### config.mk
export PLATFORM = sky130hd
export DESIGN_NAME = adaptive_command_code_encoder_core
export DESIGN_NICKNAME = d
export VERILOG_FILES = /design/src/rtl/acce_pkg.sv /design/src/rtl/acce_tally.sv /design/src/rtl/acce_rank.sv /design/src/rtl/adaptive_command_code_encoder_core.sv
export SDC_FILE = /design/constraint.sdc
export NUM_CORES = 1
export LEC_CHECK = 0
export BUFFER_PORTS_ARGS = -buffer_cell sky130_fd_sc_hd__buf_2
export CAP_MARGIN = 20
export CELL_PAD_IN_SITES_DETAIL_PLACEMENT = 0
export CELL_PAD_IN_SITES_GLOBAL_PLACEMENT = 1
export CORE_ASPECT_RATIO = 2
export CORE_MARGIN = 1.5
export CORE_UTILIZATION = 45
export DETAILED_ROUTE_END_ITERATION = 7
export PLACE_DENSITY = 0.71
export REMOVE_ABC_BUFFERS = 1
export SYNTH_ARGS = -nofsm -noshare
export SYNTH_HDL_FRONTEND = slang
export SYNTH_SLANG_ARGS = --single-unit
### constraint.sdc
create_clock -name clk -period 14.9 [get_ports clk]
set_input_delay 2.98 -clock clk [delete_from_list [all_inputs] [get_ports clk]]
set_output_delay 2.98 -clock clk [all_outputs]
set_load 0.01 [all_outputs]
### src/rtl/acce_pkg.sv
// Shared types and constants for the adaptive command code encoder.
`timescale 1ns / 1ps

package acce_pkg;

	localparam int NUM_CODES = 32;
	localparam int CODE_W    = 5;
	localparam int TALLY_W   = 7;
	localparam int LEN_W     = 4;
	localparam int MODE_W    = 3;
	localparam int SIZE_W    = 10;  // coded size of up to 101 codes at 8 bits

	// coding modes
	localparam logic [MODE_W-1:0] MODE_PLAIN = 3'd1;
	localparam logic [MODE_W-1:0] MODE_FAV1  = 3'd2;
	localparam logic [MODE_W-1:0] MODE_FAV2  = 3'd3;
	localparam logic [MODE_W-1:0] MODE_FAV3  = 3'd4;

	localparam logic [LEN_W-1:0] LEN_PLAIN = 4'd5;
	localparam logic [LEN_W-1:0] LEN_ESC1  = 4'd6;
	localparam logic [LEN_W-1:0] LEN_ESC2  = 4'd7;
	localparam logic [LEN_W-1:0] LEN_ESC3  = 4'd8;
	localparam logic [LEN_W-1:0] LEN_HIT1  = 4'd1;
	localparam logic [LEN_W-1:0] LEN_HIT2  = 4'd2;
	localparam logic [LEN_W-1:0] LEN_HIT3  = 4'd3;
	localparam logic [CODE_W-1:0] PAT_HIT  = 5'd1;

	// adaptation thresholds per warmup phase
	localparam logic [TALLY_W-1:0] THR_PHASE0 = 7'd5;
	localparam logic [TALLY_W-1:0] THR_PHASE1 = 7'd20;
	localparam logic [TALLY_W-1:0] THR_PHASE2 = 7'd100;

	localparam logic [1:0] PHASE_FIRST  = 2'd0;
	localparam logic [1:0] PHASE_SECOND = 2'd1;
	localparam logic [1:0] PHASE_STEADY = 2'd2;

	localparam logic [CODE_W-1:0] RESET_FAV1 = 5'd17;
	localparam logic [CODE_W-1:0] RESET_FAV2 = 5'd18;
	localparam logic [CODE_W-1:0] RESET_FAV3 = 5'd19;

	typedef enum logic [2:0] {
		ST_IDLE,
		ST_RMW,
		ST_SCAN,
		ST_DRAIN,
		ST_DECIDE
	} state_t;

	// access to the tally memory
	typedef struct packed {
		logic              rd_en;
		logic              rd_clr;   // drop the entry once read
		logic [CODE_W-1:0] rd_addr;
		logic              wr_en;
		logic [CODE_W-1:0] wr_addr;
		logic [TALLY_W-1:0] wr_data;
	} tally_req_t;

	// top three codes and total from one scan
	typedef struct packed {
		logic [CODE_W-1:0]  c1;
		logic [CODE_W-1:0]  c2;
		logic [CODE_W-1:0]  c3;
		logic [TALLY_W-1:0] n1;
		logic [TALLY_W-1:0] n2;
		logic [TALLY_W-1:0] n3;
		logic [TALLY_W-1:0] total;
	} rank_t;

endpackage

### src/rtl/acce_tally.sv
// Per-code tally memory with registered read and per-entry valid flags.
`timescale 1ns / 1ps

module acce_tally
	import acce_pkg::*;
(
	input  logic               clk,
	input  logic               arst_n,
	input  tally_req_t         req,
	output logic [TALLY_W-1:0] rd_data
);

	logic [TALLY_W-1:0] mem [NUM_CODES];
	logic [NUM_CODES-1:0] valid_q;
	logic [TALLY_W-1:0] rd_data_q;

	// an entry never written since reset or since its last scan reads as zero
	always_ff @(posedge clk or negedge arst_n) begin
		if (!arst_n) begin
			valid_q <= '0;
		end else begin
			if (req.rd_en && req.rd_clr)
				valid_q[req.rd_addr] <= 1'b0;
			if (req.wr_en)
				valid_q[req.wr_addr] <= 1'b1;
		end
	end

	always_ff @(posedge clk) begin
		if (req.wr_en)
			mem[req.wr_addr] <= req.wr_data;
		if (req.rd_en)
			rd_data_q <= valid_q[req.rd_addr] ? mem[req.rd_addr] : '0;
	end

	assign rd_data = rd_data_q;

endmodule

### src/rtl/acce_rank.sv
// Running top-three and total over the tallies streamed out during a scan.
`timescale 1ns / 1ps

module acce_rank
	import acce_pkg::*;
(
	input  logic               clk,
	input  logic               start,
	input  logic               in_valid,
	input  logic [CODE_W-1:0]  in_code,
	input  logic [TALLY_W-1:0] in_cnt,
	output rank_t              rank
);

	rank_t rank_q;

	// strictly greater displaces, so the earlier code keeps a tie
	always_ff @(posedge clk) begin
		if (start) begin
			rank_q.c1    <= 5'd0;
			rank_q.c2    <= 5'd1;
			rank_q.c3    <= 5'd2;
			rank_q.n1    <= '0;
			rank_q.n2    <= '0;
			rank_q.n3    <= '0;
			rank_q.total <= '0;
		end else if (in_valid) begin
			rank_q.total <= rank_q.total + in_cnt;
			if (in_cnt > rank_q.n3) begin
				if (in_cnt > rank_q.n1) begin
					rank_q.c3 <= rank_q.c2;
					rank_q.n3 <= rank_q.n2;
					rank_q.c2 <= rank_q.c1;
					rank_q.n2 <= rank_q.n1;
					rank_q.c1 <= in_code;
					rank_q.n1 <= in_cnt;
				end else if (in_cnt > rank_q.n2) begin
					rank_q.c3 <= rank_q.c2;
					rank_q.n3 <= rank_q.n2;
					rank_q.c2 <= in_code;
					rank_q.n2 <= in_cnt;
				end else begin
					rank_q.c3 <= in_code;
					rank_q.n3 <= in_cnt;
				end
			end
		end
	end

	assign rank = rank_q;

endmodule

### src/rtl/adaptive_command_code_encoder_core.sv
// Top level of the adaptive command code encoder: encoding, tally control, mode choice.
`timescale 1ns / 1ps

// Each request carries one 5-bit command code and yields one result: a right-aligned
// bit pattern and its length (1 to 8) under the coding mode in force before that code.
// For each code the tally entry is read from the memory, then written back incremented,
// and the next request is taken after that. After the 6th, then the 21st, then every
// 101st code since the last change, the block scans all 32 tallies through the memory
// read port (one per cycle), waits in ST_DRAIN for the last read and chooses the mode
// in ST_DECIDE. The tallies need no clearing pass after reset: per-entry valid flags
// make unwritten entries read as zero. The single result register holds one result;
// a new request is taken only while it is empty or its result leaves in the same cycle.

module adaptive_command_code_encoder_core
	import acce_pkg::*;
(
	input  logic        clk,
	input  logic        arst_n,
	input  logic        s_axis_tvalid,
	output logic        s_axis_tready,
	input  logic [7:0]  s_axis_tdata,   // [4:0] code_in
	output logic        m_axis_tvalid,
	input  logic        m_axis_tready,
	output logic [15:0] m_axis_tdata    // [4:0] bit_pattern, [8:5] bit_length
);

	state_t state_q, state_d;

	logic [MODE_W-1:0]  mode_q;
	logic [CODE_W-1:0]  fav1_q, fav2_q, fav3_q;
	logic [TALLY_W-1:0] cnt_q;
	logic [1:0]         phase_q;

	logic [CODE_W-1:0]  code_q;
	logic [CODE_W-1:0]  scan_idx_q;
	logic               scan_vld_s1;
	logic [CODE_W-1:0]  scan_code_s1;

	logic               out_valid_q;
	logic [CODE_W-1:0]  out_pat_q;
	logic [LEN_W-1:0]   out_len_q;

	logic               accept;
	logic [CODE_W-1:0]  code_in;
	logic [CODE_W-1:0]  enc_pat;
	logic [LEN_W-1:0]   enc_len;

	tally_req_t         treq;
	logic [TALLY_W-1:0] tally_rd;
	logic               rank_start;
	rank_t              rank;

	logic [TALLY_W-1:0] cnt_next;
	logic               adapt;

	logic [SIZE_W-1:0]  tot_w, n1_w, n2_w, n3_w;
	logic [SIZE_W-1:0]  sz1, sz2, sz3, sz4;

	assign code_in       = s_axis_tdata[CODE_W-1:0];
	assign s_axis_tready = (state_q == ST_IDLE) && (!out_valid_q || m_axis_tready);
	assign accept        = s_axis_tvalid && s_axis_tready;
	assign m_axis_tvalid = out_valid_q;
	assign m_axis_tdata  = {7'b0, out_len_q, out_pat_q};

	// encoding under the current mode; an out-of-range mode acts as three favorites
	always_comb begin
		enc_pat = code_in;
		enc_len = LEN_ESC3;
		unique case (mode_q)
			MODE_PLAIN: begin
				enc_len = LEN_PLAIN;
			end
			MODE_FAV1: begin
				if (code_in == fav1_q) begin
					enc_pat = PAT_HIT;
					enc_len = LEN_HIT1;
				end else begin
					enc_len = LEN_ESC1;
				end
			end
			MODE_FAV2: begin
				if (code_in == fav1_q) begin
					enc_pat = PAT_HIT;
					enc_len = LEN_HIT1;
				end else if (code_in == fav2_q) begin
					enc_pat = PAT_HIT;
					enc_len = LEN_HIT2;
				end else begin
					enc_len = LEN_ESC2;
				end
			end
			default: begin
				if (code_in == fav1_q) begin
					enc_pat = PAT_HIT;
					enc_len = LEN_HIT1;
				end else if (code_in == fav2_q) begin
					enc_pat = PAT_HIT;
					enc_len = LEN_HIT2;
				end else if (code_in == fav3_q) begin
					enc_pat = PAT_HIT;
					enc_len = LEN_HIT3;
				end else begin
					enc_len = LEN_ESC3;
				end
			end
		endcase
	end

	always_ff @(posedge clk or negedge arst_n) begin
		if (!arst_n)
			out_valid_q <= 1'b0;
		else if (accept)
			out_valid_q <= 1'b1;
		else if (m_axis_tready)
			out_valid_q <= 1'b0;
	end

	always_ff @(posedge clk) begin
		if (accept) begin
			out_pat_q <= enc_pat;
			out_len_q <= enc_len;
			code_q    <= code_in;
		end
	end

	assign cnt_next = cnt_q + 7'd1;

	always_comb begin
		unique case (phase_q)
			PHASE_FIRST:  adapt = cnt_next > THR_PHASE0;
			PHASE_SECOND: adapt = cnt_next > THR_PHASE1;
			PHASE_STEADY: adapt = cnt_next > THR_PHASE2;
			default:      adapt = 1'b0;
		endcase
	end

	// coded size of the last window under each mode
	assign tot_w = SIZE_W'(rank.total);
	assign n1_w  = SIZE_W'(rank.n1);
	assign n2_w  = SIZE_W'(rank.n2);
	assign n3_w  = SIZE_W'(rank.n3);
	assign sz1   = tot_w * 10'd5;
	assign sz2   = n1_w + (tot_w - n1_w) * 10'd6;
	assign sz3   = n1_w + n2_w * 10'd2 + (tot_w - n1_w - n2_w) * 10'd7;
	assign sz4   = n1_w + n2_w * 10'd2 + n3_w * 10'd3
		+ (tot_w - n1_w - n2_w - n3_w) * 10'd8;

	// state register
	always_ff @(posedge clk or negedge arst_n) begin
		if (!arst_n)
			state_q <= ST_IDLE;
		else
			state_q <= state_d;
	end

	// next state and memory requests
	always_comb begin
		state_d      = state_q;
		treq         = '0;
		rank_start   = 1'b0;
		treq.rd_addr = code_in;
		treq.wr_addr = code_q;
		treq.wr_data = tally_rd + 7'd1;
		unique case (state_q)
			ST_IDLE: begin
				if (accept) begin
					treq.rd_en = 1'b1;
					state_d    = ST_RMW;
				end
			end
			ST_RMW: begin
				treq.wr_en = 1'b1;
				if (adapt) begin
					rank_start = 1'b1;
					state_d    = ST_SCAN;
				end else begin
					state_d = ST_IDLE;
				end
			end
			ST_SCAN: begin
				treq.rd_en   = 1'b1;
				treq.rd_clr  = 1'b1;
				treq.rd_addr = scan_idx_q;
				if (scan_idx_q == CODE_W'(NUM_CODES - 1))
					state_d = ST_DRAIN;
			end
			ST_DRAIN: begin
				state_d = ST_DECIDE;
			end
			ST_DECIDE: begin
				state_d = ST_IDLE;
			end
			default: begin
				state_d = ST_IDLE;
			end
		endcase
	end

	always_ff @(posedge clk or negedge arst_n) begin
		if (!arst_n) begin
			scan_idx_q  <= '0;
			scan_vld_s1 <= 1'b0;
		end else begin
			scan_vld_s1 <= (state_q == ST_SCAN);
			if (state_q == ST_SCAN)
				scan_idx_q <= scan_idx_q + 5'd1;
			else
				scan_idx_q <= '0;
		end
	end

	always_ff @(posedge clk) begin
		scan_code_s1 <= scan_idx_q;
	end

	always_ff @(posedge clk or negedge arst_n) begin
		if (!arst_n) begin
			mode_q  <= MODE_FAV3;
			fav1_q  <= RESET_FAV1;
			fav2_q  <= RESET_FAV2;
			fav3_q  <= RESET_FAV3;
			cnt_q   <= '0;
			phase_q <= PHASE_FIRST;
		end else begin
			if (state_q == ST_RMW) begin
				if (adapt) begin
					cnt_q <= '0;
					if (phase_q == PHASE_FIRST)
						phase_q <= PHASE_SECOND;
					else if (phase_q == PHASE_SECOND)
						phase_q <= PHASE_STEADY;
				end else begin
					cnt_q <= cnt_next;
				end
			end
			// lower mode wins on equal size
			if (state_q == ST_DECIDE) begin
				if (sz1 <= sz2 && sz1 <= sz3 && sz1 <= sz4) begin
					mode_q <= MODE_PLAIN;
				end else if (sz2 <= sz3 && sz2 <= sz4) begin
					mode_q <= MODE_FAV1;
					fav1_q <= rank.c1;
				end else if (sz3 <= sz4) begin
					mode_q <= MODE_FAV2;
					fav1_q <= rank.c1;
					fav2_q <= rank.c2;
				end else begin
					mode_q <= MODE_FAV3;
					fav1_q <= rank.c1;
					fav2_q <= rank.c2;
					fav3_q <= rank.c3;
				end
			end
		end
	end

	acce_tally u_tally (
		.clk     (clk),
		.arst_n  (arst_n),
		.req     (treq),
		.rd_data (tally_rd)
	);

	acce_rank u_rank (
		.clk      (clk),
		.start    (rank_start),
		.in_valid (scan_vld_s1),
		.in_code  (scan_code_s1),
		.in_cnt   (tally_rd),
		.rank     (rank)
	);

	a_accept_rmw: assert property (@(posedge clk) disable iff (!arst_n)
		accept |=> state_q == ST_RMW)
		else $error("accepted request not followed by tally write-back");

	a_mode_range: assert property (@(posedge clk) disable iff (!arst_n)
		mode_q != 3'd0 && mode_q <= MODE_FAV3)
		else $error("coding mode out of range");

	a_cnt_bound: assert property (@(posedge clk) disable iff (!arst_n)
		cnt_q <= THR_PHASE2)
		else $error("since-adapt counter past its limit");

	a_scan_closed: assert property (@(posedge clk) disable iff (!arst_n)
		(state_q == ST_SCAN || state_q == ST_DRAIN || state_q == ST_DECIDE)
			|-> !s_axis_tready)
		else $error("request taken during adaptation");

endmodule

==> summary.md <==
| Metric | Value |
|---|---|
| Area share of the largest cell type after synthesis | `36.3%` |
| Proportion of layout cells with a drive suffix above 1 | `12.0%` |
| Placeable core region | `around 44,000 µm²` |
| Post-DR vias/cell | `5.86` |
| Area of the mapped netlist | `20,300 µm²` |
| DRC viols | `3` |
| Diodes inserted | `0` |
| CP max-delay cell | `sky130_fd_sc_hd__xnor2_1` |
| Slack of the worst reg-to-reg path | `6.26 ns` |
| Type of the worst setup path | `reg -> reg` |
| Share of flip-flops with an asynchronous set or reset | `19.1%` |
| Growth of design area from synthesis to finish | `8.95%` |
| Proportion of synthesized chip area in sequential cells | `between 40% and 50%` |
| Yosys warning total | `0` |
| Max stage delay on crit path | `roughly 0.65 ns` |
| Routed length per instance | `~23 µm` |
| Top_reg_cell synth | `sky130_fd_sc_hd__edfxtp_1` |
| Maximum clock path buffer count | `3` |
| First-iteration detailed-routing DRC count | `786` |
| Count of final max-slew check failures | `0` |
| Start point of the worst min-delay path | `scan_idx_q[4]$_DFF_PN0_` |
| Startpoint kind of the worst setup timing path | `flip-flop` |
| R2r endpoint | `fav2_q[0]$_DFFE_PN0P_` |
| Max Freq | `0.116 GHz` |
| Number of global-route vias before repair | `roughly 14,000` |
| Antenna violations before repair | `0` |
| Clock skew after layout | `0.0230 ns` |
| Number of violations of the max-capacitance limit | `0` |
| Slew of the pin with the lowest slew margin | `1.07 ns` |
| Detailed Route WL | `52.7 mm` |
| Vertical extent of the die | `303 µm` |
| Class of the worst hold path | `reg -> reg` |
| Biggest fanout along the worst timing path | `9` |
| Slew headroom | `28.5%` |
| Violated checks | `DRC` |
| Routed via count | `between 10,000 and 15,000` |
| Final worst-path setup slack | `6.26 ns` |
| Number of cells on the worst hold path | `0` |
| Setup repair after global routing missed its margin | `no` |
| Post-CTS Setup Inserts | `0` |
| Number of clock sinks | `362` |
| Post-synthesis area per instance | `approximately 12 µm²` |
| Wire length of the first global-routing pass | `between 70 and 80 mm` |
| Cell type contributing the most total cell area after synthesis | `sky130_fd_sc_hd__edfxtp_1` |
| Row count | `109` |
| Initial core utilization | `45.8%` |
| Die area | `46,400 µm²` |
| End point of the most critical hold path | `scan_code_s1[4]$_DFF_P_` |
| Setup slack at placement | `roughly 6.2 ns` |
| Die X-Extent | `153 µm` |
| Number of gates given a new drive strength after cts | `0` |
| Data required, critical path | `15.38 ns` |
| Half-perimeter wire length after placement | `39.8 mm` |
| Finish-stage setup viols | `0` |
| Post-layout minimum cycle time | `8.64 ns` |
| Congestion Overflow GR | `0` |
| Gate Count Post-Synth | `around 1,700` |
| Cts-stage hold buffer count | `0` |
| Number of nets with antenna violations after detailed routing | `0` |
| Quantity of I/O buffers inserted on ports | `19` |
| Post-layout nets | `1,895` |
| GRT Total Usage | `22.9%` |
| Clock latency on the worst-skew pair | `0.59 ns` |
| Data arrival, critical path | `9.12 ns` |
| CTS clock-pin slew for the worst setup and hold paths | `0.07 ns` |
| Final weighted congestion in routability-driven placement | `0.895` |
| Outcome | `finished with violations` |
| Count of unique library cells instantiated by Yosys | `between 80 and 90` |
| Largest net degree at the start of global routing | `70` |
| Final hold violation count | `0` |
| CTS tree | `built` |
| Number of CTS-inserted buffers | `31` |
| Ranking of synthesized cells by area | `sky130_fd_sc_hd__edfxtp_1 (36%), sky130_fd_sc_hd__ha_1 (9.9%), sky130_fd_sc_hd__dfrtp_1 (7.5%)` |
| Kind of capture point of the worst setup path | `flip-flop` |
| Detailed Routing Iterations Pass 1 | `8` |
| Clock Root Buffer | `sky130_fd_sc_hd__clkbuf_16` |
| Total I/O pin count | `30` |
| R2R cell count | `29` |
| Maximum level of the CTS H-tree | `1` |
| Number of synthesized flops with an enable pin | `between 200 and 250` |
| Synthesized flop and latch total | `362` |
| Part of the cycle the worst path needs | `58.0%` |
| Critical register-to-register path startpoint | `u_rank.rank[0]$_SDFFE_PP0P_` |
| Setup Total Neg Slack | `0 ns` |
-- layout by cell type, fill, tap and decap left out, drive strengths merged, types with 8 or more instances in the layout --
cell type,n
edfxtp,245
ha,161
inv,146
nor2,115
o21ai,108
nand2,69
a21oi,66
dfrtp,61
xnor2,57
mux4,52
dfxtp,48
mux2i,41
buf,40
a211oi,37
clkbuf,36
fa,33
nand3,32
a21o,30
xor2,30
a22oi,25
and2,24
nor2b,22
mux2,20
nor3,16
a311oi,15
o21a,14
nand2b,13
o21bai,12
nand4,11
dfstp,8
or3,8
-- routing by layer --
| layer | vias up | track usage [%] | wire [µm] |
|---|---|---|---|
| met3 | 128 | 2.04 | 1550 |
| met4 | 0 | 12.1 | 2840 |
| met5 | - | 0 | 0 |
| li1 | 6203 | - | - |
| met1 | 6624 | 21.6 | 17600 |
| met2 | 336 | 47.7 | 30800 |
-- state kept, by name, summed over array words and instances, names as in the netlist --
name	cells
u_rank.rank	43
code_q	5
u_tally.mem	224
fav3_q	5
out_len_q	4
m_axis_tvalid	1
out_pat_q	5
scan_idx_q	5
fav2_q	5
state_q	3
fav1_q	5
scan_vld_s1	1
mode_q	3
scan_code_s1	5
u_tally.rd_data	7
phase_q	2
cnt_q	7
u_tally.valid_q	32
-- critical path, delay by kind of cell, from the launching register on --
family,cells,cell delay [ns]
AND/OR/NAND/NOR,3,0.73
multiplexers,1,0.34
flip-flops,1,0.44
adder cells (fa/ha/maj),7,2.65
buffers and inverters,2,0.17
AO/OA/AOI/OAI,10,2.14
XOR/XNOR,6,2.05
-- area by class of cell --
type | instances | area, µm²
repair buffers | 40 | 273
multi-input cells | 1113 | 9490
clock buffers | 36 | 825
fillers | 3973 | 22200
clock inverters | 21 | 236
well taps | 555 | 694
inverters | 141 | 529
flip-flops and latches | 362 | 10100
-- through the flow --
stage	util, %	hold slack [ns]	instances	cell area (µm²)
finish	49.9	0.450	2268	22100
global route	49.9	0.454	2268	22100
CTS	49.8	0.446	2267	22100
detailed placement	47.4	0.427	2210	21000
global placement	47.4	0.409	2210	21000
floorplan	-	0.388	1616	20000
-- Yosys cell counts, types with 28 or more instances --
cell	number
sky130_fd_sc_hd__nor2_1	114
sky130_fd_sc_hd__mux2i_1	41
sky130_fd_sc_hd__a21o_1	28
sky130_fd_sc_hd__dfrtp_1	61
sky130_fd_sc_hd__o21ai_0	107
sky130_fd_sc_hd__dfxtp_1	48
sky130_fd_sc_hd__edfxtp_1	245
sky130_fd_sc_hd__inv_1	139
sky130_fd_sc_hd__a211oi_1	35
sky130_fd_sc_hd__fa_1	33
sky130_fd_sc_hd__nand2_1	68
sky130_fd_sc_hd__xor2_1	30
sky130_fd_sc_hd__mux4_2	52
sky130_fd_sc_hd__nand3_1	32
sky130_fd_sc_hd__ha_1	161
sky130_fd_sc_hd__xnor2_1	57
sky130_fd_sc_hd__a21oi_1	66
sky130_fd_sc_hd__clkbuf_1	28
-- worst max path at each step --
| stage | from | end | slack, ns | cells after the start |
|---|---|---|---|---|
| 2_1_floorplan | s_axis_tdata[0] | u_tally.rd_data[6]$_SDFFCE_PN0P_ | 5.33 | 5 |
| 3_3_place_gp | u_rank.rank[0]$_SDFFE_PP0P_ | fav2_q[3]$_DFFE_PN0P_ | 6.32 | 29 |
| 3_5_place_dp | u_rank.rank[0]$_SDFFE_PP0P_ | fav2_q[0]$_DFFE_PN0P_ | 6.24 | 29 |
| 4_1_cts | u_rank.rank[0]$_SDFFE_PP0P_ | fav2_q[3]$_DFFE_PN0P_ | 6.21 | 29 |
| 5_1_grt | u_rank.rank[0]$_SDFFE_PP0P_ | fav2_q[2]$_DFFE_PN0P_ | 5.78 | 29 |
| 6_report | u_rank.rank[0]$_SDFFE_PP0P_ | fav2_q[0]$_DFFE_PN0P_ | 6.26 | 29 |
-- kinds of logic after synthesis --
logic type,count (synthesis),share of synthesized area (%)
other,1,0.0185
buffers and inverters,200,4.16
muxes,113,8.92
adders and majority gates,197,13.3
xor gates and xnor gates,87,3.76
AOI/OAI and AO/OA,367,12.0
and+or+nand+nor,342,8.23
DFF,362,49.6
Power is not shown: default switching activity piles up to over one toggle a cycle in this logic, so the estimate is an artifact.
